[config.mk]
export PLATFORM = sky130hd
export DESIGN_NAME = bcop_ctrl
export DESIGN_NICKNAME = d
export VERILOG_FILES = /design/src/design/bcop_pkg.sv /design/src/design/bcop_ctrl.sv
export SDC_FILE = /design/constraint.sdc
export NUM_CORES = 1
export LEC_CHECK = 0
export BUFFER_PORTS_ARGS = -buffer_cell sky130_fd_sc_hd__buf_2
export CORE_MARGIN = 1.5
export CORE_UTILIZATION = 35
export CTS_CLUSTER_SIZE = 28
export DETAILED_ROUTE_END_ITERATION = 7
export PLACE_DENSITY = 0.61
export SYNTH_ARGS = -nofsm -noshare
export SYNTH_HDL_FRONTEND = slang
export SYNTH_SLANG_ARGS = --single-unit
[constraint.sdc]
create_clock -name clk -period 3.5 [get_ports clk]
set_clock_uncertainty 0.1 [all_clocks]
set_input_delay 0.7 -clock clk [delete_from_list [all_inputs] [get_ports clk]]
set_output_delay 0.7 -clock clk [all_outputs]
set_load 0.01 [all_outputs]
[src/design/bcop_pkg.sv]
// bcop_pkg: shared types and constants of the binomial call option pricer
// no dependencies; imported by the controller, the datapath and the top level
package bcop_pkg;

	localparam int PRICE_W = 32;
	localparam int RATE_W  = 31;
	localparam int STEP_W  = 7;
	localparam int CFG_AW  = 2;

	// configuration register indexes
	localparam logic [CFG_AW-1:0] CFG_UP    = 2'd0;
	localparam logic [CFG_AW-1:0] CFG_DOWN  = 2'd1;
	localparam logic [CFG_AW-1:0] CFG_RATE  = 2'd2;
	localparam logic [CFG_AW-1:0] CFG_STEPS = 2'd3;

	// configuration reset values
	localparam logic signed [RATE_W-1:0] UP_RST    = 31'sd53687091;
	localparam logic signed [RATE_W-1:0] DOWN_RST  = -31'sd64424509;
	localparam logic signed [RATE_W-1:0] RATE_RST  = 31'sd10737418;
	localparam logic [STEP_W-1:0]        STEPS_RST = 7'd1;

	// multiplier operand selects
	localparam logic [1:0] MUL_DOWN = 2'd0;
	localparam logic [1:0] MUL_UP   = 2'd1;
	localparam logic [1:0] MUL_P    = 2'd2;
	localparam logic [1:0] MUL_Q    = 2'd3;

	// divider modes
	localparam logic DIV_P    = 1'b0;
	localparam logic DIV_NODE = 1'b1;

	localparam logic [PRICE_W-1:0] PRICE_MAX = 32'hFFFF_FFFF;

	// commands from controller to datapath
	typedef struct packed {
		logic       load_in;
		logic       div_start;
		logic       div_mode;
		logic       p_load;
		logic       s_init;
		logic       mul_go;
		logic [1:0] mul_sel;
		logic       s_update;
		logic       mem_we;
		logic       wr_payoff;
		logic       lo_load;
		logic       hi_load;
		logic       lo_shift;
		logic       t1_load;
		logic       sum_load;
		logic       node_fix;
		logic       node_quot;
		logic       out_load;
	} bcop_cmd_t;

	// status from datapath to controller
	typedef struct packed {
		logic invalid;
		logic div_done;
		logic need_div;
	} bcop_sts_t;

endpackage

[src/design/bcop_ctrl.sv]
// bcop_ctrl: sequencer for divide, leaf build and tree rollback
// depends on bcop_pkg; drives bcop_datapath through command and status structs
module bcop_ctrl #(
	parameter int MAX_STEPS = 64
) (
	input  logic                            clk,
	input  logic                            arst_n,
	input  logic                            s_tvalid,
	output logic                            s_tready,
	output logic                            m_tvalid,
	input  logic                            m_tready,
	input  bcop_pkg::bcop_sts_t             sts,
	input  logic [$clog2(MAX_STEPS+1)-1:0]  t_steps,
	output bcop_pkg::bcop_cmd_t             cmd,
	output logic [$clog2(MAX_STEPS+1)-1:0]  addr
);
	import bcop_pkg::*;

	localparam int AW = $clog2(MAX_STEPS + 1);

	localparam logic [4:0] ST_IDLE      = 5'd0;
	localparam logic [4:0] ST_CHK       = 5'd1;
	localparam logic [4:0] ST_DIVP      = 5'd2;
	localparam logic [4:0] ST_LEAF_INIT = 5'd3;
	localparam logic [4:0] ST_LEAF_MUL  = 5'd4;
	localparam logic [4:0] ST_LEAF_UPD  = 5'd5;
	localparam logic [4:0] ST_LEAF_WR   = 5'd6;
	localparam logic [4:0] ST_RB_ROW    = 5'd7;
	localparam logic [4:0] ST_RB_LO     = 5'd8;
	localparam logic [4:0] ST_RB_RDA    = 5'd9;
	localparam logic [4:0] ST_RB_HI     = 5'd10;
	localparam logic [4:0] ST_RB_MP     = 5'd11;
	localparam logic [4:0] ST_RB_MQ     = 5'd12;
	localparam logic [4:0] ST_RB_SUM    = 5'd13;
	localparam logic [4:0] ST_RB_CHK    = 5'd14;
	localparam logic [4:0] ST_RB_DIV    = 5'd15;
	localparam logic [4:0] ST_RB_WR     = 5'd16;
	localparam logic [4:0] ST_FIN       = 5'd17;
	localparam logic [4:0] ST_DONE      = 5'd18;

	logic [4:0]    state_q, state_d;
	logic [AW-1:0] i_q, i_d, j_q, j_d, n_q, n_d;
	logic          mvalid_q;
	logic [AW-1:0] i_inc;
	logic          slot_free;

	assign i_inc     = i_q + AW'(1);
	assign slot_free = !mvalid_q || m_tready;

	// next state and commands
	always_comb begin
		state_d = state_q;
		i_d     = i_q;
		j_d     = j_q;
		n_d     = n_q;
		cmd     = '0;
		addr    = '0;
		case (state_q)
			ST_IDLE: begin
				if (s_tvalid) begin
					cmd.load_in = 1'b1;
					state_d     = ST_CHK;
				end
			end
			ST_CHK: begin
				if (sts.invalid) begin
					state_d = ST_DONE;
				end else begin
					cmd.div_start = 1'b1;
					cmd.div_mode  = DIV_P;
					state_d       = ST_DIVP;
				end
			end
			ST_DIVP: begin
				if (sts.div_done) begin
					cmd.p_load = 1'b1;
					i_d        = '0;
					state_d    = ST_LEAF_INIT;
				end
			end
			ST_LEAF_INIT: begin
				cmd.s_init = 1'b1;
				j_d        = '0;
				state_d    = ST_LEAF_MUL;
			end
			ST_LEAF_MUL: begin
				if (j_q == t_steps) begin
					state_d = ST_LEAF_WR;
				end else begin
					cmd.mul_go  = 1'b1;
					// down moves first, then up moves
					cmd.mul_sel = (({1'b0, j_q} + {1'b0, i_q}) < {1'b0, t_steps}) ?
						MUL_DOWN : MUL_UP;
					state_d     = ST_LEAF_UPD;
				end
			end
			ST_LEAF_UPD: begin
				cmd.s_update = 1'b1;
				j_d          = j_q + AW'(1);
				state_d      = ST_LEAF_MUL;
			end
			ST_LEAF_WR: begin
				cmd.mem_we    = 1'b1;
				cmd.wr_payoff = 1'b1;
				addr          = i_q;
				if (i_q == t_steps) begin
					n_d     = t_steps;
					i_d     = '0;
					state_d = (t_steps == '0) ? ST_FIN : ST_RB_ROW;
				end else begin
					i_d     = i_inc;
					state_d = ST_LEAF_INIT;
				end
			end
			ST_RB_ROW: begin
				addr    = '0;
				state_d = ST_RB_LO;
			end
			ST_RB_LO: begin
				cmd.lo_load = 1'b1;
				state_d     = ST_RB_RDA;
			end
			ST_RB_RDA: begin
				addr    = i_inc;
				state_d = ST_RB_HI;
			end
			ST_RB_HI: begin
				cmd.hi_load = 1'b1;
				state_d     = ST_RB_MP;
			end
			ST_RB_MP: begin
				cmd.mul_go  = 1'b1;
				cmd.mul_sel = MUL_P;
				state_d     = ST_RB_MQ;
			end
			ST_RB_MQ: begin
				cmd.t1_load = 1'b1;
				cmd.mul_go  = 1'b1;
				cmd.mul_sel = MUL_Q;
				state_d     = ST_RB_SUM;
			end
			ST_RB_SUM: begin
				cmd.sum_load = 1'b1;
				state_d      = ST_RB_CHK;
			end
			ST_RB_CHK: begin
				if (sts.need_div) begin
					cmd.div_start = 1'b1;
					cmd.div_mode  = DIV_NODE;
					state_d       = ST_RB_DIV;
				end else begin
					cmd.node_fix = 1'b1;
					state_d      = ST_RB_WR;
				end
			end
			ST_RB_DIV: begin
				cmd.div_mode = DIV_NODE;
				if (sts.div_done) begin
					cmd.node_quot = 1'b1;
					state_d       = ST_RB_WR;
				end
			end
			ST_RB_WR: begin
				cmd.mem_we   = 1'b1;
				cmd.lo_shift = 1'b1;
				addr         = i_q;
				if (i_inc == n_q) begin
					n_d     = n_q - AW'(1);
					i_d     = '0;
					state_d = (n_q == AW'(1)) ? ST_FIN : ST_RB_ROW;
				end else begin
					i_d     = i_inc;
					state_d = ST_RB_RDA;
				end
			end
			ST_FIN: begin
				addr    = '0;
				state_d = ST_DONE;
			end
			ST_DONE: begin
				addr = '0;
				if (slot_free) begin
					cmd.out_load = 1'b1;
					state_d      = ST_IDLE;
				end
			end
			default: state_d = ST_IDLE;
		endcase
	end

	// state, counters and result valid
	always_ff @(posedge clk or negedge arst_n) begin
		if (!arst_n) begin
			state_q  <= ST_IDLE;
			i_q      <= '0;
			j_q      <= '0;
			n_q      <= '0;
			mvalid_q <= 1'b0;
		end else begin
			state_q <= state_d;
			i_q     <= i_d;
			j_q     <= j_d;
			n_q     <= n_d;
			if (cmd.out_load)
				mvalid_q <= 1'b1;
			else if (m_tready)
				mvalid_q <= 1'b0;
		end
	end

	assign s_tready = (state_q == ST_IDLE);
	assign m_tvalid = mvalid_q;

endmodule

After elaboration in Yosys (flattened, before gate mapping)
Cells that the tools add are included.
Word-level totals
  word-level logic and storage cells: 99
  flip-flop bits (word level): 27
  input port bits: 14
  output and inout port bits: 28
Operators by class
  add/sub/neg operators: 4
  order comparisons: 1
  multiplexer cells: 48
  equal/unequal tests: 28
  reductions and logical operators: 13
Operators with widths (count)
  5-bit case mux with 18 select lines: 1
  5-bit 2-to-1 mux: 10
  7-bit case mux with 2 select lines: 3
  5-bit by 4-bit equality test with 1-bit output, second input constant: 8
  7-bit 2-to-1 mux: 5
  7-bit equality test: 3
  1-bit 2-to-1 mux: 21
  7-bit case mux with 3 select lines: 1
  5-bit by 3-bit equality test with 1-bit output, second input constant: 4
  5-bit equality test, second input constant: 3
  7-bit by 1-bit adder with 7-bit output, second input constant: 2
  2-bit inequality test, second input constant: 6
  5-bit by 2-bit equality test with 1-bit output, second input constant: 2
  3-bit case mux with 3 select lines: 1
  7-bit by 7-bit adder with 8-bit output: 1
  8-bit by 7-bit less-than comparator with 1-bit output: 1
  7-bit by 1-bit equality test with 1-bit output, second input constant: 1
  7-bit logical NOT: 1
  7-bit by 1-bit subtractor with 7-bit output, second input constant: 1
  2-bit 2-to-1 mux: 3
  2-bit nonzero test: 3
  5-bit by 1-bit equality test with 1-bit output, second input constant: 1
  5-bit logical NOT: 1
  4-bit AND reduction: 1
  9 further kinds: 10

Depth between registers and ports, before layout
  word-level depth: 5
  mapped depth: 12
  mapped depth without buffers: 12

Worst setup path before layout
Ideal clock, no wire load.
  path type: register to output
  start: register j_q[0]
  end: output port cmd[11] (netlist bit)
  path buffers: 0
  path slack: 0.357 ns
  stages on the path, launching flop included: 13
  arrival: 2.342 ns
  data required time: 2.700 ns
  path through: dfrtp_1 ha_1 fa_1 a21oi_1 nor2_1 nor2_1 o21bai_1 a21oi_1 xnor2_1 ha_1 and2_0 a31oi_1 a31oi_1
RTL lines
  start: declaration: RTL line bcop_ctrl.sv:42  | logic [AW-1:0] i_q, i_d, j_q, j_d, n_q, n_d;
  start signal: assignment: RTL line bcop_ctrl.sv:202  | j_q <= j_d;
  end: declaration: RTL line bcop_ctrl.sv:14  | output bcop_pkg::bcop_cmd_t cmd,

==> results.md <==
- Outcome: complete, but fails checks
- Failing checks: setup timing
- Die area: 0.00839 mm2
- Port Buf Inserts: 41
- P per Cell Area: between 700 and 800 mW/mm2
- DRT antenna net count: 0
- RSZ-0062 raised after global routing: yes
- Sink Count: 27
- Req. time, crit path: 2.70 ns
- Overall power: 0.00224 W
- Maximum clock path buffer count: 2
- Startpoint types: flip-flop
- Placed Area: 0.00307 mm2
- Post-route cell area: 0.00318 mm2
- Root Driver: clkbuf_8
- CTS Hold Buffers Added: 0
- GRT Max-Usage Layer: met2
- Initial detailed-routing violation count: 171
- Final RePlAce weighted congestion: roughly 0.89
- Count leader, synth: o21ai_0
- GR Util met3: 0.0224
- Syn_area_per_cell: 7.53 um2
- Synth warnings: 0
- CTS tree: yes
- Reg2Reg Depth: 9
- Net count, final: 440
- Yosys reg bits: 27
- Core Region: 0.00765 mm2
- Io pins: 42
- Fin. Hold Viols: 0
- Max H-tree Level: 1
- Grt met2 use: 0.312
- Row cnt: 32
- Routed wire length: slightly below 8 mm
- TNS Setup: -0.114 ns
- DP Wirelength: 5.91 mm
- Worst EP arrival: 2.81 ns
- Post-synth EDFFs: 0
- First-pass GRT wire length: 12.3 mm
- Tot GR Track Use: 0.183
- Max-Cap Viols: 0
- Setup Viol. Count Final: 1
- Worst hold path class: input port to async pin
- Final worst path period need: ~3.6 ns
- Via count: 2,738
- Final worst slack: -0.114 ns
- Synth top area cells: dfrtp_1 25%, o21ai_0 7.8%, ha_1 7.7%
- Post-synth top area share: 0.246
- Residual DRC: 0
- Die Wd: 91.6 um
- Post-synth net total: between 300 and 400
- CTS buffer count: 3
- Share of layout cells above drive strength 1: 0.197
- Netlist area before placement: 0.00275 mm2
- GR Util met1: 0.247
- Vias in the first global route: around 2,500
- Routed WL per cell: 15.5 um
- Fin. max-slew vios: 0
- Total global routing overflow: 0
- Via/cell ratio: 5.38
- Worst Setup End Kind: output pin
- Clk_lat worst skew: approximately 0.29 ns
- Crit Path Category: flip-flop to output pin
- Yosys top cell by area: dfrtp_1
- Sequential area share after synthesis: 0.246
- Final core occ: 0.416
- Fraction of registers with async set/reset: 1.00
- Worst-Margin Slew: 0.716 ns
- Initial antenna violation count: 0
- Layout area overhead: 15.7%
- # diodes: 0
- CTS clock-pin slew for the worst setup and hold paths: 0.11 ns
- Die height: roughly 92 um
- Tcrit/Tclk final: 1.03
- CP Max Fanout: 2
- Pre-CTS WS: 0.139 ns
- Largest net degree at the start of global routing: 28
- Leakage power: 1.48 nW
- Max frequency: between 0.2 and 0.3 GHz
- Top FF cell, synth: dfrtp_1
- Pre-antenna DRT Iters: 4
- Syn Inst Count: 365
- Initial core utilization: 0.359
- VDD IR max: 0.222 mV
- Slew headroom: 0.518
- Commonest cells post-synth: 43 x o21ai_0, 34 x nor2_1, 32 x nand2_1
- Post-synthesis cell type count: between 50 and 60
==> where the power goes <==
group          switching [W]  internal [W]  total [W]  leakage, nW
registers           0.000160      0.000408   0.000568        0.362
clock network       0.000115     0.0000821   0.000197       0.0228
logic               0.000855      0.000620    0.00148         1.09
==> registers in the layout, summed over array words and instances (netlist names) <==
register and flops:
i_q 7, j_q 7, n_q 7, state_q 5
m_tvalid 1
==> area by class of cell <==
type / count / area, um2
multi-input combinational: 300 / 1930
clock buffer: 4 / 45.0
tap: 102 / 128
timing repair buffer: 57 / 325
fill: 809 / 4470
inverter: 19 / 71.3
sequential: 27 / 676
==> final timing paths <==
path / from / end / slack (ns)
worst max-delay path: j_q[0]$_DFFE_PN0P_ / cmd[11] / -0.11
worst min-delay path: arst_n / n_q[1]$_DFFE_PN0P_ / 0.34
worst max register to register: i_q[0]$_DFFE_PN0P_ / n_q[0]$_DFFE_PN0P_ / 0.55
worst min register to register: j_q[6]$_DFFE_PN0P_ / j_q[6]$_DFFE_PN0P_ / 0.47
max in group asynchronous: arst_n / i_q[3]$_DFFE_PN0P_ / 2.52
min in group clk: j_q[6]$_DFFE_PN0P_ / j_q[6]$_DFFE_PN0P_ / 0.47
==> worst max-delay path, stage by stage, from the launching register on <==
cell and delay, ns:
dfrtp_1 0.40, ha_2 0.20, fa_2 0.40, a21oi_2 0.14, nor2_1 0.06, nor2_2 0.12, o21bai_1 0.08, a21oi_1 0.18
xnor2_1 0.15, ha_1 0.27, buf_4 0.15, a31oi_4 0.14, a31oi_1 0.08, buf_2 0.14
==> layer usage <==
metal	part of all wire	wire, um
met1	0.46	3670
met2	0.48	3760
met3	0.045	354
met4	0.014	114
met5	0	0
==> per-stage QoR <==
stage | hold slack [ns] | instances
floorplan | 0.304 | 365
global placement | 0.435 | 501
detailed placement | 0.453 | 501
CTS | 0.358 | 507
global route | 0.383 | 509
finish | 0.341 | 509
==> kinds of logic (layout without fill, tap and decap cells) <==
| group | after synthesis | after routing | share of synthesized area |
|---|---|---|---|
| muxes | 2 | 2 | 0.00728 |
| buffers and inverters | 38 | 80 | 0.0637 |
| and+or+nand+nor | 151 | 151 | 0.279 |
| xor gates and xnor gates | 31 | 31 | 0.0988 |
| adders and majority gates | 18 | 18 | 0.0847 |
| AOI/OAI and AO/OA | 98 | 98 | 0.221 |
| DFF | 27 | 27 | 0.246 |
==> placed cells by master, fill, tap and decap left out, types with 2 or more instances in the layout <==
| cell type | count |
|---|---|
| a211oi_1 | 4 |
| a21o_1 | 2 |
| a21oi_1 | 19 |
| a21oi_2 | 6 |
| a311oi_1 | 2 |
| a31oi_1 | 2 |
| and3_1 | 5 |
| buf_2 | 41 |
| buf_4 | 16 |
| clkbuf_8 | 3 |
| dfrtp_1 | 27 |
| ha_1 | 16 |
| inv_1 | 19 |
| mux2i_1 | 2 |
| nand2_1 | 32 |
| nand2b_1 | 7 |
| nand3_1 | 19 |
| nand3b_1 | 3 |
| nand4_1 | 6 |
| nor2_1 | 33 |
| nor2b_1 | 4 |
| nor3_1 | 18 |
| nor3b_1 | 4 |
| nor4_1 | 3 |
| o21a_1 | 2 |
| o21ai_0 | 42 |
| o21ai_2 | 2 |
| o22ai_1 | 3 |
| o31a_1 | 2 |
| o41ai_1 | 2 |
| or2_2 | 2 |
| or3_1 | 3 |
| or4_1 | 2 |
| xnor2_1 | 17 |
| xor2_1 | 14 |
==> what timing repair did <==
item / CTS / global route
endpoints found under the setup margin: 1 / 1
resized for setup: 3 / 7
pin swaps: 3 / 10
cloned: 0 / 0
buffers inserted: 2 / 2
No activity file was read; power rests on OpenSTA's default activity.
